### config.mk
export PLATFORM = sky130hd
export DESIGN_NAME = crc16_framed_packet_receiver
export DESIGN_NICKNAME = d
export VERILOG_FILES = /design/src/hdl/cfpr_pkg.sv /design/src/hdl/cfpr_front.sv /design/src/hdl/cfpr_queue.sv /design/src/hdl/cfpr_back.sv /design/src/hdl/crc16_framed_packet_receiver.sv
export SDC_FILE = /design/constraint.sdc
export NUM_CORES = 1
export LEC_CHECK = 0
export BUFFER_PORTS_ARGS = -buffer_cell sky130_fd_sc_hd__clkbuf_2
export CAP_MARGIN = 30
export CORE_AREA = 10 10 146 135
export CTS_CLUSTER_SIZE = 10
export DETAILED_ROUTE_END_ITERATION = 8
export DIE_AREA = 0 0 156 145
export PLACE_DENSITY = 0.71
export SLEW_MARGIN = 20
export SYNTH_ARGS = -nofsm -noshare
export SYNTH_HDL_FRONTEND = slang
export SYNTH_HIERARCHICAL = 1
export SYNTH_SLANG_ARGS = --single-unit
### constraint.sdc
create_clock -name clk -period 2.7 [get_ports clk]
set_input_delay 0.27 -clock clk [delete_from_list [all_inputs] [get_ports clk]]
set_output_delay 0.27 -clock clk [all_outputs]
set_load 0.02 [all_outputs]
### src/hdl/cfpr_pkg.sv
package cfpr_pkg;

  localparam int unsigned BYTE_W   = 8;
  localparam int unsigned CRC_W    = 16;
  localparam int unsigned CFG_IDX_W = 1;

  localparam logic [CFG_IDX_W-1:0] CFG_START_BYTE  = 1'd0;
  localparam logic [CFG_IDX_W-1:0] CFG_MAX_PAYLOAD = 1'd1;

  localparam logic [BYTE_W-1:0] START_BYTE_RST  = 8'hA1;
  localparam logic [BYTE_W-1:0] MAX_PAYLOAD_RST = 8'd200;
  localparam logic [CRC_W-1:0]  CRC_INIT        = 16'hFFFF;

  // Queue between front and back
  localparam int unsigned QDEPTH = 2;
  localparam int unsigned QPTR_W = $clog2(QDEPTH);
  localparam int unsigned QCNT_W = $clog2(QDEPTH + 1);

  typedef struct packed {
    logic [BYTE_W-1:0] start_byte;
    logic [BYTE_W-1:0] max_payload_length;
  } cfg_t;

  typedef struct packed {
    logic              payload_valid;
    logic [BYTE_W-1:0] payload_byte;
    logic [BYTE_W-1:0] payload_index;
    logic              packet_done;
    logic              crc_ok;
    logic [BYTE_W-1:0] packet_type;
    logic [BYTE_W-1:0] packet_length;
  } result_t;

  // CRC-16/MCRF4XX, one byte per call (reflected 0x8408)
  function automatic logic [CRC_W-1:0] crc16_step(input logic [BYTE_W-1:0] b,
                                                   input logic [CRC_W-1:0]  crc);
    logic [BYTE_W-1:0] x;
    x = b ^ crc[7:0];
    x = x ^ {x[3:0], 4'b0000};
    return {x, crc[15:8]} ^ {12'b0, x[7:4]} ^ {5'b0, x, 3'b000};
  endfunction

endpackage

### src/hdl/cfpr_front.sv
module cfpr_front
  import cfpr_pkg::*;
(
  input  logic              clk,
  input  logic              rst_n,
  input  cfg_t              cfg,
  input  logic              in_valid,
  output logic              in_ready,
  input  logic [BYTE_W-1:0] rx_byte,
  input  logic              push_ready,
  output logic              push_valid,
  output result_t           push_data
);

  typedef enum logic [5:0] {
    PH_HUNT    = 6'b000001,
    PH_TYPE    = 6'b000010,
    PH_LENGTH  = 6'b000100,
    PH_CRC_LO  = 6'b001000,
    PH_CRC_HI  = 6'b010000,
    PH_PAYLOAD = 6'b100000
  } phase_t;

  phase_t            phase_r, phase_nxt;
  logic [BYTE_W-1:0] type_r, type_nxt;
  logic [BYTE_W-1:0] length_r, length_nxt;
  logic [CRC_W-1:0]  rcv_crc_r, rcv_crc_nxt;
  logic [CRC_W-1:0]  crc_r, crc_nxt;
  logic [BYTE_W-1:0] count_r, count_nxt;

  logic              accept;
  logic [CRC_W-1:0]  crc_upd;
  logic [CRC_W-1:0]  rcv_full;
  logic [BYTE_W-1:0] count_inc;

  assign in_ready  = push_ready;
  assign accept    = in_valid && in_ready;
  assign crc_upd   = crc16_step(rx_byte, crc_r);
  assign rcv_full  = {rx_byte, rcv_crc_r[7:0]};
  assign count_inc = count_r + 8'd1;

  always_comb begin
    phase_nxt   = phase_r;
    type_nxt    = type_r;
    length_nxt  = length_r;
    rcv_crc_nxt = rcv_crc_r;
    crc_nxt     = crc_r;
    count_nxt   = count_r;
    push_valid  = 1'b0;
    push_data   = '0;
    push_data.packet_type   = type_r;
    push_data.packet_length = length_r;
    if (accept) begin
      unique case (phase_r)
        PH_HUNT: begin
          if (rx_byte == cfg.start_byte) begin
            phase_nxt = PH_TYPE;
            count_nxt = '0;
            crc_nxt   = CRC_INIT;
          end
        end
        PH_TYPE: begin
          type_nxt  = rx_byte;
          crc_nxt   = crc16_step(rx_byte, CRC_INIT);
          phase_nxt = PH_LENGTH;
        end
        PH_LENGTH: begin
          if (rx_byte > cfg.max_payload_length) begin
            // oversized: drop silently
            phase_nxt = PH_HUNT;
            count_nxt = '0;
            crc_nxt   = CRC_INIT;
          end else begin
            length_nxt = rx_byte;
            crc_nxt    = crc_upd;
            phase_nxt  = PH_CRC_LO;
          end
        end
        PH_CRC_LO: begin
          rcv_crc_nxt = {8'h00, rx_byte};
          phase_nxt   = PH_CRC_HI;
        end
        PH_CRC_HI: begin
          rcv_crc_nxt = rcv_full;
          count_nxt   = '0;
          if (length_r == '0) begin
            push_valid            = 1'b1;
            push_data.packet_done = 1'b1;
            push_data.crc_ok      = (rcv_full == crc_r);
            phase_nxt             = PH_HUNT;
            crc_nxt               = CRC_INIT;
          end else begin
            phase_nxt = PH_PAYLOAD;
          end
        end
        PH_PAYLOAD: begin
          push_valid              = 1'b1;
          push_data.payload_valid = 1'b1;
          push_data.payload_byte  = rx_byte;
          push_data.payload_index = count_r;
          crc_nxt                 = crc_upd;
          count_nxt               = count_inc;
          if (count_inc >= length_r) begin
            push_data.packet_done = 1'b1;
            push_data.crc_ok      = (rcv_crc_r == crc_upd);
            phase_nxt             = PH_HUNT;
            count_nxt             = '0;
            crc_nxt               = CRC_INIT;
          end
        end
        default: begin
          phase_nxt = PH_HUNT;
          count_nxt = '0;
          crc_nxt   = CRC_INIT;
        end
      endcase
    end
  end

  always_ff @(posedge clk) begin
    if (!rst_n) begin
      phase_r   <= PH_HUNT;
      type_r    <= '0;
      length_r  <= '0;
      rcv_crc_r <= '0;
      crc_r     <= CRC_INIT;
      count_r   <= '0;
    end else begin
      phase_r   <= phase_nxt;
      type_r    <= type_nxt;
      length_r  <= length_nxt;
      rcv_crc_r <= rcv_crc_nxt;
      crc_r     <= crc_nxt;
      count_r   <= count_nxt;
    end
  end

endmodule

### src/hdl/cfpr_queue.sv
module cfpr_queue
  import cfpr_pkg::*;
(
  input  logic    clk,
  input  logic    rst_n,
  input  logic    push_valid,
  output logic    push_ready,
  input  result_t push_data,
  output logic    pop_valid,
  input  logic    pop_ready,
  output result_t pop_data
);

  result_t           entry_r [QDEPTH];
  logic [QPTR_W-1:0] wr_ptr_r, wr_ptr_nxt;
  logic [QPTR_W-1:0] rd_ptr_r, rd_ptr_nxt;
  logic [QCNT_W-1:0] count_r, count_nxt;
  logic              do_push, do_pop;

  assign push_ready = (count_r != QCNT_W'(QDEPTH));
  assign pop_valid  = (count_r != '0);
  assign pop_data   = entry_r[rd_ptr_r];
  assign do_push    = push_valid && push_ready;
  assign do_pop     = pop_valid && pop_ready;

  always_comb begin
    wr_ptr_nxt = wr_ptr_r;
    rd_ptr_nxt = rd_ptr_r;
    count_nxt  = count_r;
    if (do_push) begin
      wr_ptr_nxt = (wr_ptr_r == QPTR_W'(QDEPTH - 1)) ? '0 : wr_ptr_r + QPTR_W'(1);
    end
    if (do_pop) begin
      rd_ptr_nxt = (rd_ptr_r == QPTR_W'(QDEPTH - 1)) ? '0 : rd_ptr_r + QPTR_W'(1);
    end
    priority if (do_push && !do_pop) begin
      count_nxt = count_r + QCNT_W'(1);
    end else if (do_pop && !do_push) begin
      count_nxt = count_r - QCNT_W'(1);
    end else begin
      count_nxt = count_r;
    end
  end

  always_ff @(posedge clk) begin
    if (do_push) begin
      entry_r[wr_ptr_r] <= push_data;
    end
  end

  always_ff @(posedge clk) begin
    if (!rst_n) begin
      wr_ptr_r <= '0;
      rd_ptr_r <= '0;
      count_r  <= '0;
    end else begin
      wr_ptr_r <= wr_ptr_nxt;
      rd_ptr_r <= rd_ptr_nxt;
      count_r  <= count_nxt;
    end
  end

endmodule

### src/hdl/cfpr_back.sv
module cfpr_back
  import cfpr_pkg::*;
(
  input  logic    clk,
  input  logic    rst_n,
  input  logic    pop_valid,
  output logic    pop_ready,
  input  result_t pop_data,
  output logic    out_valid,
  input  logic    out_ready,
  output result_t out_data
);

  logic    valid_r;
  result_t data_r;

  // Load whenever the output register is empty or being drained
  assign pop_ready = !valid_r || out_ready;
  assign out_valid = valid_r;
  assign out_data  = data_r;

  always_ff @(posedge clk) begin
    if (!rst_n) begin
      valid_r <= 1'b0;
    end else if (pop_ready) begin
      valid_r <= pop_valid;
    end
  end

  always_ff @(posedge clk) begin
    if (pop_ready && pop_valid) begin
      data_r <= pop_data;
    end
  end

endmodule

### src/hdl/crc16_framed_packet_receiver.sv
// Path: the front writes each result into the queue at the accepting edge, and the
//   output register loads it from the queue when it is empty or being drained.
// Throughput: one byte per cycle; a two-entry queue plus the output register absorb
//   output stalls, and in_ready drops only when the queue is full.
// Reset (rst_n low, synchronous): receiver hunts for the start byte, registers return
//   to start byte 0xA1 and length limit 200, queue and output are emptied.
module crc16_framed_packet_receiver
  import cfpr_pkg::*;
(
  input  logic                 clk,
  input  logic                 rst_n,
  input  logic                 cfg_we,
  input  logic [CFG_IDX_W-1:0] cfg_index,
  input  logic [BYTE_W-1:0]    cfg_wdata,
  input  logic                 in_valid,
  output logic                 in_ready,
  input  logic [BYTE_W-1:0]    in_rx_byte,
  output logic                 out_valid,
  input  logic                 out_ready,
  output logic                 out_payload_valid,
  output logic [BYTE_W-1:0]    out_payload_byte,
  output logic [BYTE_W-1:0]    out_payload_index,
  output logic                 out_packet_done,
  output logic                 out_crc_ok,
  output logic [BYTE_W-1:0]    out_packet_type,
  output logic [BYTE_W-1:0]    out_packet_length
);

  cfg_t    cfg_r;
  logic    push_valid, push_ready;
  result_t push_data;
  logic    pop_valid, pop_ready;
  result_t pop_data;
  result_t out_data;

  always_ff @(posedge clk) begin
    if (!rst_n) begin
      cfg_r.start_byte         <= START_BYTE_RST;
      cfg_r.max_payload_length <= MAX_PAYLOAD_RST;
    end else if (cfg_we) begin
      unique case (cfg_index)
        CFG_START_BYTE:  cfg_r.start_byte         <= cfg_wdata;
        CFG_MAX_PAYLOAD: cfg_r.max_payload_length <= cfg_wdata;
        default: ;
      endcase
    end
  end

  cfpr_front u_front (
    .clk        (clk),
    .rst_n      (rst_n),
    .cfg        (cfg_r),
    .in_valid   (in_valid),
    .in_ready   (in_ready),
    .rx_byte    (in_rx_byte),
    .push_ready (push_ready),
    .push_valid (push_valid),
    .push_data  (push_data)
  );

  cfpr_queue u_queue (
    .clk        (clk),
    .rst_n      (rst_n),
    .push_valid (push_valid),
    .push_ready (push_ready),
    .push_data  (push_data),
    .pop_valid  (pop_valid),
    .pop_ready  (pop_ready),
    .pop_data   (pop_data)
  );

  cfpr_back u_back (
    .clk       (clk),
    .rst_n     (rst_n),
    .pop_valid (pop_valid),
    .pop_ready (pop_ready),
    .pop_data  (pop_data),
    .out_valid (out_valid),
    .out_ready (out_ready),
    .out_data  (out_data)
  );

  assign out_payload_valid = out_data.payload_valid;
  assign out_payload_byte  = out_data.payload_byte;
  assign out_payload_index = out_data.payload_index;
  assign out_packet_done   = out_data.packet_done;
  assign out_crc_ok        = out_data.crc_ok;
  assign out_packet_type   = out_data.packet_type;
  assign out_packet_length = out_data.packet_length;

endmodule

==> results by stage <==
Run status:
- The run finished with clean final reports.

Drt:
- The via count of the routed design is 6,444.
- For this run, design rule violations remaining after detail routing come to 0.
- The detailed router finished its first iteration with 453 violations.
- The wire length reported by the detailed router is 22.2 mm.
- Dividing the detail-routed wire length by the instance count gives 20.2 um.
- The first detailed-routing pass took 5 iterations.
- After detailed routing, the number of vias per cell comes to 5.86.
- In this run the remaining antenna-violating nets after routing total 0.

Critical path:
- The slowest stage cell on the critical path is sky130_fd_sc_hd__dfxtp_4.
- The largest single stage delay on the critical path is 370 ps.
- The count of buffer and inverter cells on the critical path is 2.
- At the worst endpoint, the arrival time is 2790 ps.
- The dominant delay contributor by cell family on the critical path is compound AO/OA/AOI/OAI gates.
- The top fanout value on the critical path is 4.
- The data required time at the worst endpoint is 2910 ps.
- The start-to-end type of the worst setup path is register to register.
- The kind of end point of the critical path is a register.
- The signal on the critical path passes through nand3_2 -> or2_4 -> xnor2_1 -> ha_1 -> o2111ai_2 -> o221ai_2 -> buf_4 -> nand2_1 -> buf_4 -> o22ai_1.
- The type of origin of the critical path is a register.
- For flop-to-flop paths, the worst setup slack is 120 ps.
- The most numerous cell type found on the critical path is sky130_fd_sc_hd__buf_4.

Yosys:
- After Yosys synthesis, full adders, half adders and majority gates account for 2.50% of the synthesized area.
- The total of warnings raised by yosys is 6.
- Summing the areas of all compound-gate instances in the mapped netlist gives 13.1% of the synthesized area.
- The xor and xnor area share after synthesis is 7.77%.
- In the synthesized netlist, mux cells make up 6.15% of the area.
- Counting flops with a built-in enable in the synthesized netlist gives 105.
- In the synthesized netlist the dominant register cell turns out to be sky130_fd_sc_hd__edfxtp_1.
- The simple-gate area share of the yosys netlist is 12.5%.
- The sequential fraction of the synthesis area is 53.7%.
- Summed over all instances, the cell type with the most area after synthesis is sky130_fd_sc_hd__edfxtp_1.
- The fraction of synthesized cell area taken by the top area cell type is 35.0%.
- The post-synthesis async set-or-reset flop share is 0%.
- After synthesis, the mean cell area works out to 11.5 sq um.
- The instance count of the mapped netlist is 785.
- In this run the cell area of the synthesized design comes to 9010 sq um.
- The number of nets in the synthesized netlist is 825.
- Yosys attributes the largest share of cell area to sky130_fd_sc_hd__edfxtp_1 (35%), sky130_fd_sc_hd__dfxtp_1 (19%), sky130_fd_sc_hd__xnor2_1 (5.8%), sky130_fd_sc_hd__mux2_2 (4.4%), sky130_fd_sc_hd__ha_1 (2.5%).
- The combinational family with the most area after synthesis is compound AO/OA/AOI/OAI gates.
- After synthesis the netlist holds a flip-flop and latch count of 189.
- After synthesis, the netlist uses 71 different library cells.

Die:
- The floorplan step set the die width to 156 um.
- The die area is 22,600 sq um.
- The core area is 16,600 sq um.
- From bottom edge to top edge, the die measures 145 um.
- The number of cell rows is 45.
- The initial cell density of the core is 54.2%.
- 59 I/O pins were placed.

STA:
- The maximum frequency from static timing analysis is 388 MHz.
- Setup repair after global routing left no endpoint under its margin.
- The smallest clock period supported by the final layout is computed as 2580 ps.
- Clock skew on the completed layout was measured at 10.4 ps.
- The remaining max-slew budget at the tightest pin is 52.6%.
- At the pin with the least slew margin, the transition time is 707 ps.
- The total count of max-transition violations in the final report is 0.
- The share of the clock period used by the worst path is 95.6%.
- The final number of setup-violating endpoints is 0.
- Once routing completed, OpenROAD measured the worst setup slack at 120 ps.
- The hold violation total from the final report is 0.

Clock tree:
- In this run the clock root is driven by a sky130_fd_sc_hd__clkbuf_16.
- The clock sink total is 189.
- The number of buffers on the longest clock path is 2.
- The source-to-sink clock delay at the later pin of the worst-skew pair is 430 ps.
- The number of buffers added by the clock tree synthesis step is 17.
- The number of hold buffers added after cts is 0.
- The clock tree from TritonCTS is yes.
- The maximum level of the CTS H-tree is 4.
- The clock transition at the registers of the reported paths is 70 ps.

Job:
- The number of violations of the max-capacitance limit is 0.

Global routing:
- The remaining global-route overflow is 0.
- The number of global-route vias before repair is 6,483.
- Entering global routing, the biggest net connects 49 pins.
- The first global-routing pass estimated 35.4 mm of wire.
- The initial antenna violation count is 0.
- For this run, the total global-route usage over all layers was measured as 19.6%.

Placed design:
- The total of buffers placed on input and output ports is 58.
- Prior to clock tree synthesis, the placed netlist has a worst setup slack of -128 ps.
- Once placement finished, the instance area stood at 9750 sq um.
- Routability-driven placement finished with a final weighted congestion of 0.957.
- The placed wire-length estimate is 15.5 mm.
- The number of placed instances with taps included is 1,063.

Finish:
- In the layout the commonest cells are sky130_fd_sc_hd__edfxtp_1 (105), sky130_fd_sc_hd__dfxtp_1 (80), sky130_fd_sc_hd__buf_4 (59), sky130_fd_sc_hd__xnor2_1 (59), sky130_fd_sc_hd__clkbuf_2 (58).
- The relative area change from synthesis to final layout is 16.4%.
- The fill cell total of the finished layout is 1,294.
- After the last flow step, the layout net total stands at 915.
- The library cell used most frequently in the layout, excluding fill and tap cells, is sky130_fd_sc_hd__edfxtp_1.
- After routing the design area is 10,500 sq um.
- The repair_antennas step left the layout with diodes totalling 0.
- The number of cells in the finished layout apart from fillers is 1,099.
- The fraction of final layout cells with drive strength greater than 1 is 27.3%.

Pwr:
- The overall power consumption is 5940 uW.
- The peak ir drop on the vdd network is 0.444 mV.
- Summed over all cells, the static leakage comes to 0.00386 uW.
- For this design the ratio of total power to cell area is 567 nW/um^2.

Hold path:
- The class of the tightest hold or removal check is primary input to register.
-- path summary, 6_finish.rpt --
check,startpoint,to,cells after the start
setup / recovery,u_front/count_r[0]$_SDFFE_PN0P_,u_queue/entry_r[1][17]$_DFFE_PP_,10
hold / removal,cfg_wdata[0],cfg_r[0]$_SDFFE_PN0P_,3
setup reg to reg,u_front/count_r[0]$_SDFFE_PN0P_,u_queue/entry_r[1][17]$_DFFE_PP_,10
hold reg to reg,u_front/type_r[0]$_SDFFE_PN0P_,u_queue/entry_r[0][8]$_DFFE_PP_,0
-- repair_timing --
action / in CTS / in global routing
pin swaps: 2 / 17
setup buffers: 0 / 4
endpoints found under the setup margin: 30 / 30
gates resized for setup: 7 / 24
-- stage by stage --
stage	hold WS [ps]	setup TNS, ps	util (%)
5_1_grt	80.3	0	63.1
3_3_place_gp	435	-222	58.7
6_report	84.4	0	63.1
2_1_floorplan	392	0	-
3_5_place_dp	444	-1820	58.7
4_1_cts	70.4	0	62.3
-- synth_stat cells, drive strengths merged (7+ instances only) --
cell	count
edfxtp	105
dfxtp	84
xnor2	60
nand2	55
a21oi	43
nor2	37
mux2	35
buf	34
inv	29
and2	24
o21ai	22
nand4	20
xor2	19
ha	18
mux2i	16
clkbuf	15
a211oi	14
nand3	14
o31ai	14
o211ai	13
a22oi	12
a31oi	10
and3	8
nand3b	8
or4	7
-- layout make-up --
cell class	count	area, sq um	share of cell area, %
Timing Repair Buffer	120	785	7.48
Tap cell	211	264	2.52
Sequential cell	189	4840	46.2
Inverter	29	109	1.04
Clock inverter	13	148	1.41
Clock buffer	19	433	4.13
Multi-Input combinational cell	518	3910	37.2
-- worst register-to-register path: cells and delay by family (launching register included) --
kind	cells	cell delay, ps
adder cells (fa/ha/maj)	1	320
flip-flops	1	370
AND/OR/NAND/NOR	3	430
XOR/XNOR	1	140
AO/OA/AOI/OAI	3	790
buffers and inverters	2	310
-- state kept, by name, summed over array words and instances, names as in the netlist, named ones only --
| signal | flops |
|---|---|
| cfg_r | 16 |
| u_back/out_data | 35 |
| u_back/out_valid | 1 |
| u_front/count_r | 8 |
| u_front/crc_r | 16 |
| u_front/length_r | 8 |
| u_front/phase_r | 6 |
| u_front/rcv_crc_r | 16 |
| u_front/type_r | 8 |
| u_queue/count_r | 2 |
| u_queue/entry_r | 70 |
| u_queue/rd_ptr_r | 1 |
| u_queue/wr_ptr_r | 1 |
-- logic make-up after synthesis --
logic type	after synthesis
XOR/XNOR	79
AND/OR/NAND/NOR	204
adder cells (fa/ha/maj)	18
AO/OA/AOI/OAI	166
buffers and inverters	78
multiplexers	51
flip-flops	189
-- power by group --
group	internal, uW	total (uW)	leakage [uW]	switching (uW)
registers	3020	3030	0.00166	13.4
logic	159	427	0.00191	268
clock network	1320	2480	0.000283	1170
total	4500	5940	0.00386	1450
-- metal layers --
layer / part of all wire [%] / vias to the layer above / track usage [%]
li1: - / 3057 / -
met1: 45 / 3149 / 25.3
met2: 49 / 207 / 32.5
met3: 4.7 / 31 / 4.31
met4: 1.3 / 0 / 4.86
met5: 0 / - / 0
No activity file was read; power rests on OpenSTA's default activity.
